[src/rtl/nois_pkg.sv]
`timescale 1ns / 1ps
// Shared types, constants and the quarter-wave sine table of the nearest obstacle unit.
// Depends on nothing; every other file refers to it by scoped names.
package nois_pkg;

	localparam int unsigned SCAN_POINTS = 360;
	localparam int unsigned RANGE_BITS  = 16;
	localparam int unsigned ANGLE_BITS  = 9;
	localparam int unsigned COMP_BITS   = 17;
	localparam int unsigned MAG_BITS    = 15;
	localparam int unsigned QUARTER_DEG = 90;
	localparam int unsigned IDX_BITS    = 7;
	localparam int unsigned SENTINEL_PAD = 128;
	localparam logic [63:0] PI_Q30      = 64'd3373259426;

	// Configuration register indexes
	typedef enum logic [1:0] {
		REG_MAX_RANGE   = 2'd0,
		REG_FWD_HALF    = 2'd1,
		REG_REV_LOW     = 2'd2,
		REG_REV_HIGH    = 2'd3
	} cfg_reg_t;

	// Driving direction codes
	typedef enum logic [1:0] {
		DIR_STOP = 2'd0,
		DIR_REV  = 2'd1,
		DIR_FWD  = 2'd2
	} dir_t;

	// Item kinds
	typedef enum logic {
		REQ_DIRECTION = 1'b0,
		REQ_SAMPLE    = 1'b1
	} req_t;

	// One closed scan, handed from the front to the back
	typedef struct packed {
		logic                    found;
		logic [ANGLE_BITS-1:0]   angle;
		logic [RANGE_BITS-1:0]   range;
	} scan_rec_t;

	// Angle folded onto the first quadrant
	typedef struct packed {
		logic [IDX_BITS-1:0] idx;
		logic                neg;
	} fold_t;

	typedef logic [QUARTER_DEG:0][MAG_BITS-1:0] sin_table_t;

	// Unsigned quotient by compare and subtract; evaluated at elaboration only
	function automatic logic [63:0] div_u64(input logic [63:0] num, input logic [63:0] den);
		logic [63:0] q;
		logic [64:0] rem;
		q = '0;
		rem = '0;
		for (int i = 63; i >= 0; i--) begin
			rem = {rem[63:0], num[i]};
			if (rem >= {1'b0, den}) begin
				rem = rem - {1'b0, den};
				q[i] = 1'b1;
			end
		end
		return q;
	endfunction

	// Q0.15 sine of 0..90 degrees from an odd series in Q30; evaluated at elaboration only
	function automatic logic [MAG_BITS-1:0] sin_quarter(input logic [63:0] deg);
		logic [63:0] x;
		logic [63:0] term;
		logic [63:0] sum;
		logic [63:0] div;
		x = div_u64(deg * PI_Q30, 64'd180);
		term = x;
		sum = x;
		for (int n = 1; n <= 6; n++) begin
			term = (term * x) >> 30;
			term = (term * x) >> 30;
			div = 64'((2 * n) * (2 * n + 1));
			term = div_u64(term, div);
			if (n[0] == 1'b1) begin
				sum = (sum > term) ? sum - term : 64'd0;
			end else begin
				sum = sum + term;
			end
		end
		sum = (sum + 64'd16384) >> 15;
		if (sum > 64'd32767) begin
			sum = 64'd32767;
		end
		return sum[MAG_BITS-1:0];
	endfunction

	function automatic sin_table_t build_sin_table();
		sin_table_t t;
		for (int d = 0; d <= int'(QUARTER_DEG); d++) begin
			t[d] = sin_quarter(64'(d));
		end
		return t;
	endfunction

	localparam sin_table_t SIN_TABLE = build_sin_table();

endpackage

[src/rtl/nois_front.sv]
`timescale 1ns / 1ps
// Front part: configuration registers, direction state, sector test and running minimum.
// Pushes one scan record per closed scan. Depends on nois_pkg.
module nois_front (
	input  logic                              clk,
	input  logic                              arst_n,
	input  logic                              cfg_we,
	input  logic [1:0]                        cfg_index,
	input  logic [nois_pkg::RANGE_BITS-1:0]   cfg_data,
	input  logic                              accept,
	input  logic                              req_type,
	input  logic signed [1:0]                 velocity_sign,
	input  logic [nois_pkg::ANGLE_BITS-1:0]   sample_angle,
	input  logic [nois_pkg::RANGE_BITS-1:0]   range_sample,
	input  logic                              last_sample,
	output logic                              push,
	output nois_pkg::scan_rec_t               push_rec
);

	logic [nois_pkg::RANGE_BITS-1:0] full_scale_q;
	logic [7:0]                      fwd_half_q;
	logic [nois_pkg::ANGLE_BITS-1:0] rev_low_q;
	logic [nois_pkg::ANGLE_BITS-1:0] rev_high_q;
	nois_pkg::dir_t                  dir_q;
	logic [nois_pkg::RANGE_BITS-1:0] best_range_q;
	logic [nois_pkg::ANGLE_BITS-1:0] best_angle_q;
	logic                            best_valid_q;

	logic [nois_pkg::RANGE_BITS:0]   sent_sum;
	logic [nois_pkg::RANGE_BITS-1:0] sentinel;
	logic [nois_pkg::RANGE_BITS-1:0] limit;
	logic [nois_pkg::ANGLE_BITS:0]   wrap_sum;
	logic                            in_scan;
	logic                            in_sector;
	logic                            is_sample;
	logic                            hit;
	nois_pkg::dir_t                  dir_next;

	// Sentinel saturates at the largest range value
	always_comb begin
		sent_sum = {1'b0, full_scale_q} + (nois_pkg::RANGE_BITS+1)'(nois_pkg::SENTINEL_PAD);
		sentinel = sent_sum[nois_pkg::RANGE_BITS] ? '1 : sent_sum[nois_pkg::RANGE_BITS-1:0];
		limit    = best_valid_q ? best_range_q : sentinel;
	end

	// Sector test against the direction held now
	always_comb begin
		wrap_sum = {1'b0, sample_angle} + (nois_pkg::ANGLE_BITS+1)'(fwd_half_q);
		in_scan  = ({1'b0, sample_angle} < (nois_pkg::ANGLE_BITS+1)'(nois_pkg::SCAN_POINTS));
		unique case (dir_q)
			nois_pkg::DIR_FWD: in_sector = in_scan &&
				(({1'b0, sample_angle} <= (nois_pkg::ANGLE_BITS+1)'(fwd_half_q)) ||
				 (wrap_sum >= (nois_pkg::ANGLE_BITS+1)'(nois_pkg::SCAN_POINTS)));
			nois_pkg::DIR_REV: in_sector = in_scan &&
				(sample_angle >= rev_low_q) && (sample_angle <= rev_high_q);
			default:           in_sector = in_scan;
		endcase
		is_sample = (req_type == nois_pkg::REQ_SAMPLE);
		hit       = is_sample && in_sector && (range_sample < limit);
	end

	// Decode the velocity sign; any negative pattern selects reverse
	always_comb begin
		if (velocity_sign == 2'sd1) begin
			dir_next = nois_pkg::DIR_FWD;
		end else if (velocity_sign == 2'sd0) begin
			dir_next = nois_pkg::DIR_STOP;
		end else begin
			dir_next = nois_pkg::DIR_REV;
		end
	end

	// Record for a closing sample
	always_comb begin
		push              = accept && is_sample && last_sample;
		push_rec.found    = best_valid_q || hit;
		push_rec.range    = hit ? range_sample : limit;
		if (hit) begin
			push_rec.angle = sample_angle;
		end else if (best_valid_q) begin
			push_rec.angle = best_angle_q;
		end else begin
			push_rec.angle = '0;
		end
	end

	// Configuration registers
	always_ff @(posedge clk or negedge arst_n) begin
		if (!arst_n) begin
			full_scale_q <= nois_pkg::RANGE_BITS'(896);
			fwd_half_q   <= 8'd45;
			rev_low_q    <= nois_pkg::ANGLE_BITS'(135);
			rev_high_q   <= nois_pkg::ANGLE_BITS'(225);
		end else if (cfg_we) begin
			unique case (nois_pkg::cfg_reg_t'(cfg_index))
				nois_pkg::REG_MAX_RANGE: full_scale_q <= cfg_data;
				nois_pkg::REG_FWD_HALF:  fwd_half_q   <= cfg_data[7:0];
				nois_pkg::REG_REV_LOW:   rev_low_q    <= cfg_data[nois_pkg::ANGLE_BITS-1:0];
				nois_pkg::REG_REV_HIGH:  rev_high_q   <= cfg_data[nois_pkg::ANGLE_BITS-1:0];
				default: ;
			endcase
		end
	end

	// Direction and hit flag
	always_ff @(posedge clk or negedge arst_n) begin
		if (!arst_n) begin
			dir_q        <= nois_pkg::DIR_STOP;
			best_valid_q <= 1'b0;
		end else if (accept) begin
			if (!is_sample) begin
				dir_q <= dir_next;
			end else if (last_sample) begin
				best_valid_q <= 1'b0;
			end else if (hit) begin
				best_valid_q <= 1'b1;
			end
		end
	end

	// Running minimum payload
	always_ff @(posedge clk) begin
		if (accept && hit) begin
			best_range_q <= range_sample;
			best_angle_q <= sample_angle;
		end
	end

endmodule

[src/rtl/nois_fifo.sv]
`timescale 1ns / 1ps
// Short show-ahead queue of scan records between the front and the back.
// Depends on nois_pkg.
module nois_fifo (
	input  logic                 clk,
	input  logic                 arst_n,
	input  logic                 push,
	input  nois_pkg::scan_rec_t  push_rec,
	output logic                 full,
	input  logic                 pop,
	output logic                 not_empty,
	output nois_pkg::scan_rec_t  pop_rec
);

	localparam int unsigned DEPTH = 4;
	localparam int unsigned PTR_BITS = $clog2(DEPTH);

	nois_pkg::scan_rec_t  mem_q [DEPTH];
	logic [PTR_BITS-1:0]  wr_ptr_q;
	logic [PTR_BITS-1:0]  rd_ptr_q;
	logic [PTR_BITS:0]    count_q;
	logic                 do_push;
	logic                 do_pop;

	always_comb begin
		full      = (count_q == (PTR_BITS+1)'(DEPTH));
		not_empty = (count_q != '0);
		do_push   = push && !full;
		do_pop    = pop && not_empty;
		pop_rec   = mem_q[rd_ptr_q];
	end

	// Pointers and fill count
	always_ff @(posedge clk or negedge arst_n) begin
		if (!arst_n) begin
			wr_ptr_q <= '0;
			rd_ptr_q <= '0;
			count_q  <= '0;
		end else begin
			if (do_push) begin
				wr_ptr_q <= wr_ptr_q + 1'b1;
			end
			if (do_pop) begin
				rd_ptr_q <= rd_ptr_q + 1'b1;
			end
			if (do_push && !do_pop) begin
				count_q <= count_q + 1'b1;
			end else if (do_pop && !do_push) begin
				count_q <= count_q - 1'b1;
			end
		end
	end

	// Entry storage
	always_ff @(posedge clk) begin
		if (do_push) begin
			mem_q[wr_ptr_q] <= push_rec;
		end
	end

endmodule

[src/rtl/nois_back.sv]
`timescale 1ns / 1ps
// Back part: sine/cosine lookup, range products and rounding, output register.
// Three stages with per-stage stall. Depends on nois_pkg.
module nois_back (
	input  logic                                  clk,
	input  logic                                  arst_n,
	input  logic                                  rec_avail,
	input  nois_pkg::scan_rec_t                   rec,
	output logic                                  pop,
	output logic                                  out_valid,
	input  logic                                  out_stall,
	output logic                                  found,
	output logic [nois_pkg::ANGLE_BITS-1:0]       nearest_angle,
	output logic [nois_pkg::RANGE_BITS-1:0]       nearest_range,
	output logic signed [nois_pkg::COMP_BITS-1:0] forward_component,
	output logic signed [nois_pkg::COMP_BITS-1:0] turn_component
);

	localparam int unsigned PROD_BITS = nois_pkg::RANGE_BITS + nois_pkg::MAG_BITS;

	// Fold 0..359 degrees onto the first quadrant
	function automatic nois_pkg::fold_t fold(input logic [nois_pkg::ANGLE_BITS-1:0] a);
		nois_pkg::fold_t f;
		if (a <= nois_pkg::ANGLE_BITS'(90)) begin
			f.idx = a[nois_pkg::IDX_BITS-1:0];
			f.neg = 1'b0;
		end else if (a <= nois_pkg::ANGLE_BITS'(180)) begin
			f.idx = nois_pkg::IDX_BITS'(nois_pkg::ANGLE_BITS'(180) - a);
			f.neg = 1'b0;
		end else if (a <= nois_pkg::ANGLE_BITS'(270)) begin
			f.idx = nois_pkg::IDX_BITS'(a - nois_pkg::ANGLE_BITS'(180));
			f.neg = 1'b1;
		end else begin
			f.idx = nois_pkg::IDX_BITS'(nois_pkg::ANGLE_BITS'(360) - a);
			f.neg = 1'b1;
		end
		return f;
	endfunction

	// Round a Q15 product to nearest and apply the sign
	function automatic logic [nois_pkg::COMP_BITS-1:0] finish(
		input logic [PROD_BITS-1:0] p,
		input logic                 neg
	);
		logic [PROD_BITS:0]               r;
		logic [nois_pkg::COMP_BITS-1:0]   m;
		r = {1'b0, p} + (PROD_BITS+1)'(16384);
		m = r[PROD_BITS:nois_pkg::MAG_BITS];
		return neg ? (~m + 1'b1) : m;
	endfunction

	logic adv1, adv2, adv3;
	logic v1_s1, v2_s2, v3_s3;

	logic [nois_pkg::ANGLE_BITS:0]   cos_sum;
	logic [nois_pkg::ANGLE_BITS-1:0] cos_angle;
	nois_pkg::fold_t                 sfold;
	nois_pkg::fold_t                 cfold;

	logic                            found_s1;
	logic [nois_pkg::ANGLE_BITS-1:0] angle_s1;
	logic [nois_pkg::RANGE_BITS-1:0] range_s1;
	logic [nois_pkg::MAG_BITS-1:0]   cmag_s1;
	logic [nois_pkg::MAG_BITS-1:0]   smag_s1;
	logic                            cneg_s1;
	logic                            tneg_s1;

	logic                            found_s2;
	logic [nois_pkg::ANGLE_BITS-1:0] angle_s2;
	logic [nois_pkg::RANGE_BITS-1:0] range_s2;
	logic [PROD_BITS-1:0]            fprod_s2;
	logic [PROD_BITS-1:0]            tprod_s2;
	logic                            cneg_s2;
	logic                            tneg_s2;

	// Stage advance chain
	always_comb begin
		adv3 = !v3_s3 || !out_stall;
		adv2 = !v2_s2 || adv3;
		adv1 = !v1_s1 || adv2;
		pop  = rec_avail && adv1;
		out_valid = v3_s3;
	end

	// Quadrant folding for sine and cosine
	always_comb begin
		cos_sum   = {1'b0, rec.angle} + (nois_pkg::ANGLE_BITS+1)'(90);
		cos_angle = (cos_sum >= (nois_pkg::ANGLE_BITS+1)'(nois_pkg::SCAN_POINTS)) ?
			nois_pkg::ANGLE_BITS'(cos_sum - (nois_pkg::ANGLE_BITS+1)'(nois_pkg::SCAN_POINTS)) :
			cos_sum[nois_pkg::ANGLE_BITS-1:0];
		sfold = fold(rec.angle);
		cfold = fold(cos_angle);
	end

	// Valid bits
	always_ff @(posedge clk or negedge arst_n) begin
		if (!arst_n) begin
			v1_s1 <= 1'b0;
			v2_s2 <= 1'b0;
			v3_s3 <= 1'b0;
		end else begin
			if (adv1) begin
				v1_s1 <= pop;
			end
			if (adv2) begin
				v2_s2 <= v1_s1;
			end
			if (adv3) begin
				v3_s3 <= v2_s2;
			end
		end
	end

	// Stage 1: table lookup
	always_ff @(posedge clk) begin
		if (pop) begin
			found_s1 <= rec.found;
			angle_s1 <= rec.angle;
			range_s1 <= rec.range;
			smag_s1  <= nois_pkg::SIN_TABLE[sfold.idx];
			cmag_s1  <= nois_pkg::SIN_TABLE[cfold.idx];
			cneg_s1  <= cfold.neg;
			tneg_s1  <= !sfold.neg;
		end
	end

	// Stage 2: products
	always_ff @(posedge clk) begin
		if (adv2 && v1_s1) begin
			found_s2 <= found_s1;
			angle_s2 <= angle_s1;
			range_s2 <= range_s1;
			fprod_s2 <= PROD_BITS'(range_s1) * PROD_BITS'(cmag_s1);
			tprod_s2 <= PROD_BITS'(range_s1) * PROD_BITS'(smag_s1);
			cneg_s2  <= cneg_s1;
			tneg_s2  <= tneg_s1;
		end
	end

	// Stage 3: round, sign and hold the beat for the consumer
	always_ff @(posedge clk) begin
		if (adv3 && v2_s2) begin
			found         <= found_s2;
			nearest_angle <= angle_s2;
			nearest_range <= range_s2;
			forward_component <= found_s2 ? finish(fprod_s2, cneg_s2) : '0;
			turn_component    <= found_s2 ? finish(tprod_s2, tneg_s2) : '0;
		end
	end

endmodule

[src/rtl/nearest_obstacle_in_sector_unit.sv]
`timescale 1ns / 1ps
// Nearest obstacle in the driving-direction sector of a laser scan.
// Throughput: one item per cycle while in_stall is low; sector test and compare take each beat.
// Path: a closing sample's record is written to the queue on the accepting edge, then passes
// three registered back stages: table lookup, multiply, round.
// Reset: asynchronous; clears direction to stopped, the search and the queue; no clearing pass.
module nearest_obstacle_in_sector_unit (
	input  logic                                  clk,
	input  logic                                  arst_n,
	input  logic                                  cfg_we,
	input  logic [1:0]                            cfg_index,
	input  logic [nois_pkg::RANGE_BITS-1:0]       cfg_data,
	input  logic                                  in_valid,
	output logic                                  in_stall,
	input  logic                                  req_type,
	input  logic signed [1:0]                     velocity_sign,
	input  logic [nois_pkg::ANGLE_BITS-1:0]       sample_angle,
	input  logic [nois_pkg::RANGE_BITS-1:0]       range_sample,
	input  logic                                  last_sample,
	output logic                                  out_valid,
	input  logic                                  out_stall,
	output logic                                  found,
	output logic [nois_pkg::ANGLE_BITS-1:0]       nearest_angle,
	output logic [nois_pkg::RANGE_BITS-1:0]       nearest_range,
	output logic signed [nois_pkg::COMP_BITS-1:0] forward_component,
	output logic signed [nois_pkg::COMP_BITS-1:0] turn_component
);

	logic                accept;
	logic                push;
	nois_pkg::scan_rec_t push_rec;
	logic                full;
	logic                pop;
	logic                not_empty;
	nois_pkg::scan_rec_t pop_rec;

	// Stall the input while the queue has no room
	assign in_stall = full;
	assign accept   = in_valid && !in_stall;

	nois_front u_front (
		.clk           (clk),
		.arst_n        (arst_n),
		.cfg_we        (cfg_we),
		.cfg_index     (cfg_index),
		.cfg_data      (cfg_data),
		.accept        (accept),
		.req_type      (req_type),
		.velocity_sign (velocity_sign),
		.sample_angle  (sample_angle),
		.range_sample  (range_sample),
		.last_sample   (last_sample),
		.push          (push),
		.push_rec      (push_rec)
	);

	nois_fifo u_fifo (
		.clk       (clk),
		.arst_n    (arst_n),
		.push      (push),
		.push_rec  (push_rec),
		.full      (full),
		.pop       (pop),
		.not_empty (not_empty),
		.pop_rec   (pop_rec)
	);

	nois_back u_back (
		.clk               (clk),
		.arst_n            (arst_n),
		.rec_avail         (not_empty),
		.rec               (pop_rec),
		.pop               (pop),
		.out_valid         (out_valid),
		.out_stall         (out_stall),
		.found             (found),
		.nearest_angle     (nearest_angle),
		.nearest_range     (nearest_range),
		.forward_component (forward_component),
		.turn_component    (turn_component)
	);

endmodule

[config.mk]
export PLATFORM = sky130hd
export DESIGN_NAME = nearest_obstacle_in_sector_unit
export DESIGN_NICKNAME = d
export VERILOG_FILES = /design/src/rtl/nois_pkg.sv /design/src/rtl/nois_front.sv /design/src/rtl/nois_fifo.sv /design/src/rtl/nois_back.sv /design/src/rtl/nearest_obstacle_in_sector_unit.sv
export SDC_FILE = /design/constraint.sdc
export NUM_CORES = 2
export LEC_CHECK = 0
export BUFFER_PORTS_ARGS = -buffer_cell sky130_fd_sc_hd__buf_2
export CORE_MARGIN = 8
export CORE_UTILIZATION = 35
export CTS_BUF_LIST = sky130_fd_sc_hd__clkbuf_4 sky130_fd_sc_hd__clkbuf_8 sky130_fd_sc_hd__clkbuf_16
export DETAILED_ROUTE_END_ITERATION = 10
export PLACE_DENSITY = 0.47
export SLEW_MARGIN = 15
export SYNTH_ARGS = -nofsm -noshare
export SYNTH_HDL_FRONTEND = slang
export SYNTH_HIERARCHICAL = 1
export SYNTH_SLANG_ARGS = --single-unit
[constraint.sdc]
create_clock -name clk -period 21.4 [get_ports clk]
set_clock_uncertainty 0.1 [all_clocks]
set_input_delay 2.14 -clock clk [delete_from_list [all_inputs] [get_ports clk]]
set_output_delay 2.14 -clock clk [all_outputs]
set_load 0.01 [all_outputs]
==> impl_metrics.env <==
export IMPL_outcome="finished clean"
export IMPL_die_area_mm2=0.114
export IMPL_mostFrequentLayoutCells="inv_1 (480), fa_1 (360), nand2_1 (345)"
export IMPL_clock_path_buffers=3
export IMPL_cp_max_fo=22
export IMPL_crit_arrival_ns=8.10
export IMPL_clkLatencyLatePin_ns=0.62
export IMPL_synthCells=3543
export IMPL_grt_pass1_wl_um=154000
export IMPL_drtIter0Drc=1675
export IMPL_setup_tns_ns=0
export IMPL_layout_nets=4251
export IMPL_ctsHoldBuffers=0
export IMPL_ys_seq_area_share_pct=29.5
export IMPL_clk_pin_slew_ns=0.06
export IMPL_drc=0
export IMPL_rsz0062_at_grt="no"
export IMPL_maxSlewViolCount=0
export IMPL_core_area_mm2=0.103
export IMPL_post_route_period_util_pct=36.4
export IMPL_drv_cap=0
export IMPL_cts_made_buffers=42
export IMPL_grt_overflow=0
export IMPL_gp_congestion=0.881
export IMPL_start_util_pct=35.1
export IMPL_io_buffers=113
export IMPL_period_needed_ns=7.80
export IMPL_cts_tree="done"
export IMPL_root_buffer="clkbuf_16"
export IMPL_grt_max_degree=63
export IMPL_hpwl_um=69100
export IMPL_synth_avg_cell_area_um2=10.2
export IMPL_synth_distinct_cells=111
export IMPL_routed_wl_um=96600
export IMPL_synth_ff_latch_count=364
export IMPL_num_fill_cells=10400
export IMPL_yosysWarnings=6
export IMPL_multi_input_area_mm2=0.0229
export IMPL_cts_sinks=364
export IMPL_hold_viol=0
export IMPL_setup_viol=0
export IMPL_post_drt_wl_per_cell_um=19.4
export IMPL_io_pins=114
export IMPL_synth_edf_count=309
export IMPL_worstSetupPathType="flop to flop"
export IMPL_area_growth_pct=9.34
export IMPL_maxSlewHeadroom_pct=19.4
export IMPL_drive_gt1_share_pct=10.4
export IMPL_syn_area_mm2=0.0362
export IMPL_cp_start_kind="flop"
export IMPL_synth_flop_cell="edfxtp_1"
export IMPL_grt_use_total_pct=16.9
export IMPL_grt_pass1_vias=26300
export IMPL_post_cts_buffers=0
export IMPL_cp_required_ns=21.70
export IMPL_rows=118
export IMPL_ant_nets=0
export IMPL_tightest_slew_ns=1.20
export IMPL_fmax_mhz=128
export IMPL_fp_dieH_um=338
export IMPL_h_tree_depth=2
export IMPL_final_common_cell="inv_1"
export IMPL_hp_class="flop to flop"
export IMPL_first_pass_iters=5
export IMPL_vias=25600
export IMPL_critPathCaptureType="flop"
export IMPL_antenna_found_initial=1
export IMPL_ys_async_sr_fraction_pct=15.1
export IMPL_syn_nets=4238
export IMPL_viasPerCell=5.16
export IMPL_chipWidth_um=338
export IMPL_ctsResizeCount=0
export IMPL_ff_latch_area_mm2=0.0107
## routing by layer
metal | global-route usage [%] | routed length [um] | up-vias
li1 | - | - | 12100
met4 | 3.62 | 1710 | 0
met5 | 0 | 0 | -
met2 | 27.8 | 45400 | 553
met3 | 2.14 | 4110 | 102
met1 | 23.7 | 45400 | 12900
## final timing paths
path | from | end | slack [ns] | cells past startpoint
worst min-delay path | u_back/range_s2[1]$_DFFE_PP_ | u_back/nearest_range[1]$_DFFE_PP_ | 0.32 | 0
max in group asynchronous | arst_n | u_fifo/rd_ptr_q[0]$_DFFE_PN0P_ | 19.08 | 2
worst min register to register | u_back/range_s2[1]$_DFFE_PP_ | u_back/nearest_range[1]$_DFFE_PP_ | 0.32 | 0
min in group asynchronous | arst_n | u_front/rev_low_q[8]$_DFFE_PN0P_ | 1.56 | 2
worst max-delay path | u_fifo/rd_ptr_q[1]$_DFFE_PN0P_ | u_back/cmag_s1[1]$_DFFE_PP_ | 13.60 | 20
worst max register to register | u_fifo/rd_ptr_q[1]$_DFFE_PN0P_ | u_back/cmag_s1[1]$_DFFE_PP_ | 13.60 | 20
## sequential cells by signal (all words and copies together) (netlist names), 15 cells and up
| name | flops |
|---|---|
| u_front/full_scale_q | 16 |
| u_back/fprod_s2 | 17 |
| u_back/cmag_s1 | 15 |
| u_back/forward_component | 17 |
| u_back/turn_component | 17 |
| u_back/smag_s1 | 15 |
| u_back/tprod_s2 | 17 |
| u_back/nearest_range | 16 |
| u_front/best_range_q | 16 |
| u_back/range_s1 | 16 |
| u_fifo/mem_q | 104 |
| u_back/range_s2 | 16 |
## cells in the mapped netlist, types with 15 or more instances
| cell type | number | share of area [%] |
|---|---|---|
| nor2b_1 | 17 | 0.29 |
| ha_1 | 283 | 9.8 |
| buf_2 | 26 | 0.36 |
| dfstp_2 | 15 | 1.1 |
| a221oi_1 | 17 | 0.41 |
| edfxtp_1 | 309 | 26 |
| and3_1 | 26 | 0.45 |
| nand4_1 | 18 | 0.31 |
| inv_1 | 480 | 5.0 |
| nand2_1 | 345 | 3.6 |
| mux2_2 | 48 | 1.5 |
| xnor2_1 | 71 | 1.7 |
| a31oi_1 | 22 | 0.38 |
| a21oi_1 | 131 | 1.8 |
| clkbuf_1 | 149 | 1.5 |
| xor2_1 | 38 | 0.92 |
| a21o_1 | 26 | 0.54 |
| nand3_1 | 75 | 1.0 |
| and2_1 | 318 | 5.5 |
| nor3_1 | 43 | 0.59 |
| mux2i_1 | 37 | 1.0 |
| mux4_2 | 24 | 1.5 |
| dfrtp_1 | 40 | 2.8 |
| nor2_1 | 105 | 1.1 |
| o211ai_1 | 36 | 0.75 |
| o21ai_0 | 100 | 1.4 |
| nand2b_1 | 25 | 0.43 |
| a211oi_1 | 35 | 0.73 |
| o21a_1 | 27 | 0.56 |
| o22ai_1 | 21 | 0.36 |
| fa_1 | 360 | 20 |
## critical path, stage by stage (launching register included)
cell,delay (ns)
dfrtp_1,0.49
buf_4,0.37
mux4_2,0.60
inv_1,0.19
ha_1,0.35
a21oi_1,0.21
xnor2_1,0.44
ha_1,0.43
or3b_2,0.47
o31a_1,0.11
a211o_1,0.30
o41ai_2,0.50
o31ai_1,0.17
a31oi_1,0.27
mux2i_2,0.79
inv_2,0.30
ha_1,0.45
mux2_2,0.35
a211oi_1,0.33
o21ai_0,0.17
o211ai_1,0.14
## kinds of logic (layout without fill, tap and decap cells)
group / count (synthesis) / count (layout) / share of synthesized area, %
fa+ha+maj: 643 / 643 / 29.7
compound gates: 577 / 577 / 11.0
other cells: 0 / 1 / 0
flops: 364 / 364 / 29.5
simple gates: 1054 / 1054 / 15.1
mux: 119 / 119 / 4.67
xor+xnor: 109 / 109 / 2.64
buf+inv: 677 / 722 / 7.37
## cell type report
class | count | area share [%]
Clock buffer | 47 | 2.75
Timing Repair Buffer | 160 | 2.32
Multi-Input combinational cell | 2502 | 58.0
Clock inverter | 29 | 1.02
Antenna cell | 1 | 0.00632
Inverter | 486 | 4.61
Sequential cell | 364 | 27.0
Tap cell | 1380 | 4.36
## through the flow
step	instance area, um^2	cells	util (%)	worst slack, ns	hold slack (ns)
after global placement	38100	4892	37.0	13.80	0.302
after floorplan	36200	3543	-	14.24	0.300
after CTS	39600	4968	38.4	13.65	0.319
final	39600	4969	38.4	13.60	0.318
after global routing	39600	4968	38.4	13.01	0.324
after detailed placement	38100	4892	37.0	13.73	0.305
Power is left out: the tool's default activity adds up to more than one toggle a clock period on the data nets, which glitch-free logic cannot reach.
